===== src/rtl/tmtb_pkg.sv =====
// ----------------------------------------------------------------------------
// tmtb_pkg
// Shared types and constants of the tempo map tick/beat converter.
// ----------------------------------------------------------------------------
package tmtb_pkg;

   typedef enum logic [1:0] {
      CMD_ADD  = 2'd0,
      CMD_T2B  = 2'd1,
      CMD_B2T  = 2'd2,
      CMD_DOWN = 2'd3
   } cmd_type;

   typedef enum logic [1:0] {
      RD_MID  = 2'd0,
      RD_SEG  = 2'd1,
      RD_SEG1 = 2'd2,
      RD_IDX  = 2'd3
   } rd_sel_type;

   // controller to datapath
   typedef struct packed {
      logic       load_req;
      logic       do_add;
      logic       lat_down;
      logic       srch_init;
      logic       srch_step;
      logic       set_seg;
      logic       lat_t0;
      logic       lat_t1;
      logic       ar_init;
      logic       ar_step;
      logic       load_rsp;
      rd_sel_type rd_sel;
   } ctl_type;

   // datapath to controller
   typedef struct packed {
      cmd_type cmd;
      logic    small_tab;
      logic    srch_go;
      logic    ar_last;
   } sts_type;

   localparam int          TICKS_PER_BEAT = 480;
   localparam int          BEATS_PER_BAR  = 4;
   localparam logic [5:0]  DIV_STEPS      = 6'd49;
   localparam logic [5:0]  MUL_STEPS      = 6'd32;

endpackage


===== src/rtl/tmtb_ctrl.sv =====
// ----------------------------------------------------------------------------
// tmtb_ctrl
// Controller: sequences table access, search and arithmetic per command and
// owns both handshakes.
// ----------------------------------------------------------------------------
module tmtb_ctrl import tmtb_pkg::*; (
   input  logic    clock,
   input  logic    reset,
   input  logic    req_valid,
   output logic    req_stall,
   output logic    rsp_valid,
   input  logic    rsp_stall,
   input  sts_type sts,
   output ctl_type ctl
);

   typedef enum logic [15:0] {
      S_IDLE  = 16'h0001,
      S_DISP  = 16'h0002,
      S_ADD   = 16'h0004,
      S_LVL   = 16'h0008,
      S_LVLW  = 16'h0010,
      S_SINIT = 16'h0020,
      S_SRD   = 16'h0040,
      S_SCMP  = 16'h0080,
      S_BSEG  = 16'h0100,
      S_T0    = 16'h0200,
      S_T1    = 16'h0400,
      S_T1W   = 16'h0800,
      S_SETUP = 16'h1000,
      S_DIV   = 16'h2000,
      S_MUL   = 16'h4000,
      S_FIN   = 16'h8000
   } state_type;

   state_type state_ff, state_in;
   logic      rsp_valid_ff, rsp_valid_in;
   logic      out_free;

   assign out_free = !rsp_valid_ff || !rsp_stall;

   always_comb begin
      state_in = state_ff;
      ctl      = '0;
      ctl.rd_sel = RD_SEG;
      case (state_ff)
         S_IDLE: begin
            if (req_valid) begin
               ctl.load_req = 1'b1;
               state_in     = S_DISP;
            end
         end
         S_DISP: begin
            case (sts.cmd)
               CMD_ADD:  state_in = S_ADD;
               CMD_T2B:  state_in = sts.small_tab ? S_SETUP : S_SINIT;
               CMD_B2T:  state_in = sts.small_tab ? S_FIN : S_BSEG;
               default:  state_in = S_LVL;
            endcase
         end
         S_ADD: begin
            ctl.do_add = 1'b1;
            state_in   = S_FIN;
         end
         S_LVL: begin
            ctl.rd_sel = RD_IDX;
            state_in   = S_LVLW;
         end
         S_LVLW: begin
            ctl.lat_down = 1'b1;
            state_in     = S_FIN;
         end
         S_SINIT: begin
            ctl.srch_init = 1'b1;
            state_in      = S_SRD;
         end
         S_SRD: begin
            if (sts.srch_go) begin
               ctl.rd_sel = RD_MID;
               state_in   = S_SCMP;
            end else begin
               ctl.set_seg = 1'b1;
               state_in    = S_T0;
            end
         end
         S_SCMP: begin
            ctl.rd_sel    = RD_MID;
            ctl.srch_step = 1'b1;
            state_in      = S_SRD;
         end
         S_BSEG: begin
            ctl.set_seg = 1'b1;
            state_in    = S_T0;
         end
         S_T0: begin
            ctl.rd_sel = RD_SEG;
            state_in   = S_T1;
         end
         S_T1: begin
            ctl.rd_sel = RD_SEG1;
            ctl.lat_t0 = 1'b1;
            state_in   = S_T1W;
         end
         S_T1W: begin
            ctl.lat_t1 = 1'b1;
            state_in   = S_SETUP;
         end
         S_SETUP: begin
            ctl.ar_init = 1'b1;
            state_in    = (sts.cmd == CMD_T2B) ? S_DIV : S_MUL;
         end
         S_DIV, S_MUL: begin
            ctl.ar_step = 1'b1;
            if (sts.ar_last) begin
               state_in = S_FIN;
            end
         end
         S_FIN: begin
            if (out_free) begin
               ctl.load_rsp = 1'b1;
               state_in     = S_IDLE;
            end
         end
         default: state_in = S_IDLE;
      endcase
   end

   always_comb begin
      rsp_valid_in = rsp_valid_ff;
      if (rsp_valid_ff && !rsp_stall) begin
         rsp_valid_in = 1'b0;
      end
      if (ctl.load_rsp) begin
         rsp_valid_in = 1'b1;
      end
   end

   always_ff @(posedge clock) begin
      if (reset) begin
         state_ff     <= S_IDLE;
         rsp_valid_ff <= 1'b0;
      end else begin
         state_ff     <= state_in;
         rsp_valid_ff <= rsp_valid_in;
      end
   end

   assign req_stall = state_ff != S_IDLE;
   assign rsp_valid = rsp_valid_ff;

endmodule


===== config.mk =====
export PLATFORM = sky130hd
export DESIGN_NAME = tmtb_ctrl
export DESIGN_NICKNAME = d
export VERILOG_FILES = /design/src/rtl/tmtb_pkg.sv /design/src/rtl/tmtb_ctrl.sv
export SDC_FILE = /design/constraint.sdc
export NUM_CORES = 1
export LEC_CHECK = 0
export BUFFER_PORTS_ARGS = -buffer_cell sky130_fd_sc_hd__buf_2
export CAP_MARGIN = 20
export CORE_MARGIN = 2
export CORE_UTILIZATION = 34
export CTS_CLUSTER_DIAMETER = 150
export DETAILED_ROUTE_END_ITERATION = 10
export PLACE_DENSITY_LB_ADDON = 0.12
export SETUP_SLACK_MARGIN = 0.05
export SLEW_MARGIN = 15
export SYNTH_ARGS = -nofsm -noshare
export SYNTH_HDL_FRONTEND = slang
export SYNTH_SLANG_ARGS = --single-unit

===== constraint.sdc =====
create_clock -name clock -period 2.1 [get_ports clock]
set_input_delay 0.21 -clock clock [delete_from_list [all_inputs] [get_ports clock]]
set_output_delay 0.21 -clock clock [all_outputs]
set_load 0.005 [all_outputs]

==> results of run 1 <==
==> how the worst max path moves through the flow <==
stage                                   start                  endpoint  slack, ps  cells past startpoint
finish               state_ff[1]$_SDFFE_PP0P_                    ctl[7]       -280                      7
global route         state_ff[1]$_SDFFE_PP0P_                    ctl[7]       -360                      7
CTS                 state_ff[12]$_SDFFE_PP0P_                    ctl[7]       -300                      6
detailed placement  state_ff[11]$_SDFFE_PP0P_                    ctl[7]       -100                      7
global placement    state_ff[12]$_SDFFE_PP0P_                    ctl[7]        -60                      6
floorplan            state_ff[1]$_SDFFE_PP0P_  state_ff[0]$_SDFFE_PP1P_         -3                      7
==> metal layers <==
metal,global-route usage,part of all wire,vias up,wire (µm)
met4,0.04762,0.014,0,46
met2,0.2919,0.49,28,1611
li1,-,-,615,-
met3,0.05195,0.039,6,130
met1,0.2581,0.46,571,1529
met5,0,0,-,0
==> area by class of cell <==
type	instances	area [µm²]
fillers	275	1231
well taps	44	55.05
inverters	4	15.01
flip-flops and latches	17	349.1
clock inverters	1	7.507
clock buffers	3	22.52
repair buffers	65	484.2
multi-input cells	104	863.3
==> power groups by stage <==
stage               Sequential, mW  Clock (mW)  Combinational [mW]
floorplan                    0.340           0              0.0689
global placement             0.339           0               0.125
detailed placement           0.339           0               0.127
CTS                          0.331       0.191               0.163
global route                 0.333       0.208               0.218
finish                       0.332       0.193               0.202
==> sequential cells by signal, summed over array words and instances, names as in the netlist <==
| name | cells |
|---|---|
| state_ff | 16 |
| rsp_valid | 1 |
==> Yosys cell counts (2+ instances only) <==
cell type  instances  area (µm²)
inv_1              3       11.26
dfxtp_1           17       340.3
nor2_1            19       71.32
clkbuf_1           2       7.510
a22oi_1            2       15.01
nor3b_1            2       15.01
nand3_1            7       35.03
o21ai_0            2       10.01
nor2b_1            2       12.51
nor4_1             5       31.28
nor4b_1            4       35.03
nor4_4             2       42.54
or4_4              2       22.52
or3_1              4       25.02
buf_2              3       15.01
o32ai_1            2       17.52
xnor2_1            3       26.28
nor3_1            10       50.05
nand2b_1           4       25.02
nand4b_1           2       17.52
a21oi_1            4       20.02
nand2_1            8       30.03
or4_1              3       22.52
==> logic make-up after synthesis <==
kind of cell              Yosys count
and+or+nand+nor                    84
DFF                                17
buffers and inverters              11
muxes                               1
xor gates and xnor gates            4
AOI/OAI and AO/OA                  15
==> what timing repair did <==
action / 4_1_cts / 5_1_grt
endpoints found under the hold margin: 0 / 0
buffers inserted: 9 / 7
resized for setup: 29 / 27
hold buffers: 0 / 0
pin swaps: 7 / 12
endpoints found under the setup margin: 17 / 18
==> results_dict.tcl, run 1 <==
set metrics [dict create \
    cp.buffers_inverters 2 \
    pre_cts_ws_ps -103.4 \
    viasPerCell 5.126 \
    clkTransAtPathRegs_ps 120 \
    post-route-period-util 1.133 \
    maxCapViolCount 0 \
    synth-xor-area-share 0.03275 \
    seq_area_frac_synth 0.3181 \
    final_net_count 204 \
    p_int_mw 0.5107 \
    cp_max_fo 2 \
    hold_depth 2 \
    r2r_cells 8 \
    placed_cell_area_um2 1413 \
    crit_family "simple AND/OR/NAND/NOR gates" \
    timing.rr.start "state_ff[1]$_SDFFE_PP0P_" \
    rows 20 \
    cts_tree "yes" \
    htreeDepth 1 \
    cts-root-buf "clkbuf_4" \
    fin_skew_ps 11.07 \
    totalWireLength_um 3319 \
    rsz0062_at_grt "yes" \
    sw_frac_of_total 0.2976 \
    final_core_util 0.5934 \
    p_sw_mw 0.2164 \
    violations "negative setup slack" \
    final_cell_mix "buf_4 (31), buf_2 (21), buf_6 (13), nor2_1 (12)" \
    core_region_area_um2 3028 \
    seq_power_share 0.457 \
    synthesis.area_um2 1070 \
    synth_enable_flop_cells 0 \
    synth-simple-area-share 0.5018 \
    finalSetupViolCount 11 \
    dp.cells 218 \
    design.die.area_um2 3611 \
    finalCriticalPeriod_ps 2380 \
    numCtsBuffers 3 \
    worst-endpoint-arrival_ps 2170 \
    place_congestion 0.8055 \
    power_mw 0.7270 \
    grtUsageTotal 0.1888 \
    area_growth_pct 67.95 \
    cts_sinks 17 \
    first_global_vias 1111 \
    r2r-end "state_ff[0]$_SDFFE_PP1P_" \
    pin_count 24 \
    ys_seq_elements 17 \
    ys_warn_count 0 \
    tightest_slew_ps 430.5 \
    grt_start_max_net_pins 15 \
    portBuffers 23 \
    min_from "sts[2]" \
    synth_fa_ha_area_frac 0 \
    ir_worst_vdd_mv 0.3336 \
    p_leak_nw 0.7565 \
    holdWs_ps 104.4 \
    clockPowerShare 0.265 \
    synth.distinct_cells 43 \
    synth_top_family_by_area "simple AND/OR/NAND/NOR gates" \
    async_flop_share 0 \
    hp-class "in2reg" \
    die_w_um 60.09 \
    powerDensity_nw_per_um2 404.6 \
    antenna_found_initial 0 \
    clock_latency_ps 310 \
    post_synth.cell_area_avg_um2 8.104 \
    worstSetupStartpointType "register" \
    fin_cells 238 \
    synth_compound_area_frac 0.09240 \
    final_layout_size_suffix_gt1_frac 0.5825 \
    syn-instance-count 132 \
    crit_chain "nor4_4, buf_4, nand3_2, or3_4, or3b_4, o32ai_4, buf_2" \
    synth_ff_type "dfxtp_1" \
    critPathSlowestCell "or3b_4" \
    synthesis.nets 141 \
    mostFrequentLayoutCell "buf_4" \
    vias 1220 \
    worstPathRequired_ps 1890 \
    grt_overflow 0 \
    comb_power_share 0.278 \
    worst-r2r-setup-slack_ps -140 \
    timing.fmax_ghz 0.4202 \
    dp_hpwl_um 2373 \
    fin_tns_setup_ps -1789 \
    first_pass_iters 4 \
    die_h_um 60.09 \
    cts_buffer_depth 2 \
    status "finished with violations" \
    fin_area_um2 1797 \
    finalHoldViolCount 0 \
    worst-setup-path-type "reg2out" \
    diodes 0 \
    synth.area.mux_share 0.009357 \
    start_util 0.3533 \
    cp_slowest_stage_delay_ps 410 \
    setup_ws_ps -279.7 \
    end_kind "output pin" \
    max_slew_margin 0.7108 \
    drtIter0Drc 45 \
    hold_path_end "state_ff[8]$_SDFFE_PP0P_" \
    drc 0 \
    drv_slew 0 \
    wl_per_cell_um 13.95 \
    grt_pass1_wl_um 5071 \
    ant_nets 0 \
]
(Power assumes the default switching activity.)
==> inputs of run 2 (changes only) <==
- SKIP_CTS_REPAIR_TIMING: unset -> 1
==> results_dict.tcl, run 2 (same netlist as run 1, synthesis figures left out) <==
set metrics [dict create \
    status "finished with violations" \
    violations "negative setup slack" \
    numCtsBuffers 3 \
    fin_tns_setup_ps -1425 \
    finalHoldViolCount 0 \
    grt_start_max_net_pins 15 \
    rows 20 \
    grt_overflow 0 \
    final_cell_mix "buf_4 (26), buf_2 (23), nor2_1 (13), dfxtp_1 (12), nor3_1 (10)" \
    fin_skew_ps 8.217 \
    pre_cts_ws_ps -103.4 \
    totalWireLength_um 3182 \
    finalSetupViolCount 11 \
    finalCriticalPeriod_ps 2397 \
    vias 1170 \
    final_net_count 194 \
    dp_hpwl_um 2373 \
    worst-r2r-setup-slack_ps -20 \
    largest_register_ffs 16 \
    rsz0062_at_grt "yes" \
    clock_latency_ps 300 \
    place_congestion 0.8055 \
    cts_tree "yes" \
    die_w_um 60.09 \
    grtUsageTotal 0.1835 \
    cts-root-buf "clkbuf_4" \
    antenna_found_initial 0 \
    drc 0 \
    first_global_vias 1059 \
    timing.fmax_ghz 0.4172 \
    mostFrequentLayoutCell "buf_4" \
    post-route-period-util 1.142 \
    tightest_slew_ps 425.4 \
    cts_buffer_depth 2 \
    start_util 0.3533 \
    max_slew_margin 0.7138 \
    multi_input_area_um2 799.5 \
    wl_per_cell_um 13.96 \
    num-fill-cells 287 \
    viasPerCell 5.132 \
    end_kind "output pin" \
    seqCellArea_um2 346.6 \
    diodes 0 \
    p_leak_nw 0.7035 \
    worstPathRequired_ps 1890 \
    regMostFlops "state_ff" \
    first_pass_iters 4 \
    final_layout_size_suffix_gt1_frac 0.4837 \
    drv_slew 0 \
    portBuffers 23 \
    cp_max_fo 5 \
    htreeDepth 1 \
    worst-setup-path-type "reg2out" \
    hp-class "in2reg" \
    powerDensity_nw_per_um2 423.0 \
    clkTransAtPathRegs_ps 120 \
    drtIter0Drc 55 \
    worst-endpoint-arrival_ps 2190 \
    ir_worst_vdd_mv 0.4123 \
    grt_pass1_wl_um 4919 \
    area_growth_pct 51.81 \
    maxCapViolCount 0 \
    worstSetupStartpointType "register" \
    die_h_um 60.09 \
    ant_nets 0 \
    setup_ws_ps -297.2 \
    pin_count 24 \
    design.die.area_um2 3611 \
    cts_sinks 17 \
    core_region_area_um2 3028 \
]
run 2: changes by cell type in the layout (fill, tap and decap cells not counted), sizes merged:
cell / delta
buf: -10
run 2: metrics by stage:
stage | instance area, µm² | instances | hold slack [ps] | power (mW) | utilization
floorplan | 1094 | 132 | 281.5 | 0.4089 | -
detailed placement | 1413 | 218 | 423.3 | 0.4654 | 0.4665
global placement | 1413 | 218 | 422.0 | 0.4635 | 0.4665
finish | 1624 | 228 | 105.3 | 0.6870 | 0.5364
CTS | 1443 | 222 | 97.51 | 0.6503 | 0.4764
global route | 1624 | 228 | 78.55 | 0.7216 | 0.5364
run 2: area by class of cell:
| class | count | share of cell area |
|---|---|---|
| clock buffer | 3 | 0.01387 |
| clock inverter | 1 | 0.004622 |
| inverter | 4 | 0.009245 |
| multi-input combinational | 104 | 0.4923 |
| sequential | 17 | 0.2134 |
| tap | 44 | 0.03390 |
| timing repair buffer | 55 | 0.2327 |
run 2: power breakdown:
part           switching (mW)  total [mW]  internal [mW]  leakage, nW
Sequential            0.00449       0.332          0.328        0.139
Combinational          0.0799       0.164         0.0845        0.551
Clock                   0.118       0.190         0.0725       0.0139
Total                   0.202       0.687          0.485        0.704
run 2: critical path, stage by stage, from the launching register on:
cell and delay (ps):
dfxtp_2 370, nor4_4 260, buf_4 150, nand3_2 70
or3_4 350, or3b_4 410, o32ai_4 120, buf_2 160
run 2: worst paths after layout:
kind	start	endpoint	depth (start not counted)
worst max-delay path	state_ff[1]$_SDFFE_PP0P_	ctl[7]	7
worst min-delay path	sts[2]	state_ff[8]$_SDFFE_PP0P_	2
worst min register to register	rsp_valid$_SDFFE_PP0P_	rsp_valid$_SDFFE_PP0P_	2
worst max register to register	state_ff[1]$_SDFFE_PP0P_	state_ff[0]$_SDFFE_PP1P_	6
run 2: routing by layer:
| layer | GRT usage | wire length [µm] |
|---|---|---|
| met1 | 0.2555 | 1510 |
| met2 | 0.2826 | 1486 |
| met3 | 0.04978 | 131 |
| met4 | 0.03810 | 53 |
| met5 | 0 | 0 |
==> inputs of run 3 (changes only) <==
- ABC_AREA: unset -> 1
==> results_dict.tcl, run 3 <==
set metrics [dict create \
    seqCellArea_um2 340.3 \
    maxCapViolCount 0 \
    antenna_found_initial 0 \
    portBuffers 23 \
    tightest_slew_ps 267.0 \
    ys_seq_elements 17 \
    min_from "sts[4]" \
    cts_buffer_depth 2 \
    die_h_um 61.65 \
    first_global_vias 950 \
    grt_start_max_net_pins 12 \
    numCtsBuffers 3 \
    synthesis.nets 176 \
    clock_latency_ps 280 \
    worstSetupStartpointType "register" \
    ant_nets 0 \
    grt_pass1_wl_um 4229 \
    max_slew_margin 0.8203 \
    cts-root-buf "clkbuf_4" \
    drc 0 \
    finalCriticalPeriod_ps 1814 \
    worstPathRequired_ps 1890 \
    end_kind "output pin" \
    ys_warn_count 0 \
    ir_worst_vdd_mv 0.2262 \
    final_cell_mix "inv_1 (36), nand2_1 (25), nor2_1 (25), buf_2 (23), dfxtp_1 (17)" \
    seq_power_share 0.470 \
    num-fill-cells 351 \
    async_flop_share 0 \
    drtIter0Drc 47 \
    clkTransAtPathRegs_ps 90 \
    cp.buffers_inverters 1 \
    htreeDepth 1 \
    start_util 0.3641 \
    power_mw 0.7231 \
    final_layout_size_suffix_gt1_frac 0.3125 \
    finalHoldViolCount 0 \
    design.die.area_um2 3800 \
    pin_count 24 \
    cts_tree "yes" \
    dp_hpwl_um 2085 \
    drv_slew 0 \
    totalWireLength_um 2489 \
    place_congestion 0.7887 \
    final_net_count 202 \
    rsz0062_at_grt "no" \
    vias 1047 \
    syn-instance-count 167 \
    synth_common_cells "inv_1 (36), nor2_1 (26), nand2_1 (25)" \
    p_leak_nw 0.7242 \
    critPathSlowestCell "dfxtp_1" \
    worst-endpoint-arrival_ps 1600 \
    core_region_area_um2 3103 \
    post-route-period-util 0.8639 \
    grtUsageTotal 0.1549 \
    p_sw_mw 0.2458 \
    fin_skew_ps 1.017 \
    timing.rr.start "state_ff[8]$_SDFFE_PP0P_" \
    synthesis.area_um2 1130 \
    worstSetupStartpoint "state_ff[8]$_SDFFE_PP0P_" \
    hp-class "in2reg" \
    rows 20 \
    regMostFlops "state_ff" \
    worst-setup-path-type "reg2out" \
    diodes 0 \
    cp_max_fo 8 \
    largest_register_ffs 16 \
    yosys.area.top_type "dfxtp_1" \
    grt_overflow 0 \
    status "completed" \
    finalSetupViolCount 0 \
    synth_top_area_frac 0.3012 \
    sw_frac_of_total 0.3399 \
    first_pass_iters 4 \
    timing.fmax_ghz 0.5512 \
    wl_per_cell_um 10.55 \
    powerDensity_nw_per_um2 548.8 \
    synth.distinct_cells 26 \
    die_w_um 61.65 \
    p_int_mw 0.4773 \
    crit_family "simple AND/OR/NAND/NOR gates" \
    mostFrequentLayoutCell "inv_1" \
    crit_chain "nor2_2, nand2_2, nor2_8, nand3b_2, o211ai_1, buf_2" \
    seq_area_frac_synth 0.3012 \
    synth_area_leaders "dfxtp_1 (30%), inv_1 (12%), nor2_1 (8.6%)" \
    viasPerCell 4.436 \
    synth_enable_flop_cells 0 \
    comb_power_share 0.293 \
    fin_tns_setup_ps 0 \
    synth_ff_type "dfxtp_1" \
    cts_sinks 17 \
    multi_input_area_um2 634.4 \
    post_synth.cell_area_avg_um2 6.765 \
    clockPowerShare 0.237 \
    area_growth_pct 16.61 \
    synth.most_common_cell "inv_1" \
    cp_slowest_stage_delay_ps 340 \
]
-- run 3: cell types whose count changed in the layout (fill, tap and decap cells not counted), sizes merged, moves of 6 or more --
cell   previous run  this run
nand2             8        32
nand3             8        16
buf              55        23
nor2             20        43
nor3             10         4
or3               6         0
inv               3        39
-- run 3: cell type report --
class                      instances  area share
clock buffer                       4     0.01994
inverter                          39      0.1111
multi-input combinational        109      0.4815
sequential                        17      0.2583
tap                               44     0.04179
timing repair buffer              23     0.08737
-- run 3: power by group through the flow --
stage	clock network [mW]	registers, mW	logic, mW
after floorplan	0	0.346	0.160
after global placement	0	0.347	0.211
after detailed placement	0	0.347	0.212
after CTS	0.180	0.340	0.212
after global routing	0.199	0.341	0.236
final	0.171	0.340	0.212
-- run 3: worst reg2reg max path, delay by kind of cell (launching register included) --
kind	cells	cell delay [ps]
and+or+nand+nor	11	1150
DFF	1	340
-- run 3: final timing paths --
check             cells after the start  slack (ps)                        end
setup reg to reg                     11         550  state_ff[12]$_SDFFE_PP0P_
setup / recovery                      6         290                     ctl[0]
hold reg to reg                       2         480  state_ff[14]$_SDFFE_PP0P_
hold / removal                        2         140   state_ff[2]$_SDFFE_PP0P_
-- run 3: logic make-up (layout without fill, tap and decap cells) --
family	count (synthesis)	count (layout)	share of synthesized area
flip-flops	17	17	0.3012
buffers and inverters	41	66	0.1395
AND/OR/NAND/NOR	103	103	0.5294
AO/OA/AOI/OAI	6	6	0.02990
-- run 3: stage by stage --
stage / utilization / instances / area, µm² / hold slack [ps] / worst slack, ps
after CTS: 0.4238 / 236 / 1315 / 127.0 / 208.8
after floorplan: - / 167 / 1130 / 286.4 / 747.6
after global placement: 0.4153 / 232 / 1289 / 438.2 / 551.6
after global routing: 0.4246 / 236 / 1318 / 119.2 / 96.15
after detailed placement: 0.4153 / 232 / 1289 / 438.8 / 539.9
final: 0.4246 / 236 / 1318 / 139.0 / 285.8
-- run 3: per-layer routing --
layer / wire length (µm) / track usage / vias up
li1: - / - / 556
met1: 1161 / 0.1975 / 466
met2: 1236 / 0.2511 / 22
met3: 70 / 0.02731 / 3
met4: 21 / 0.07599 / 0
met5: 0 / 0 / -
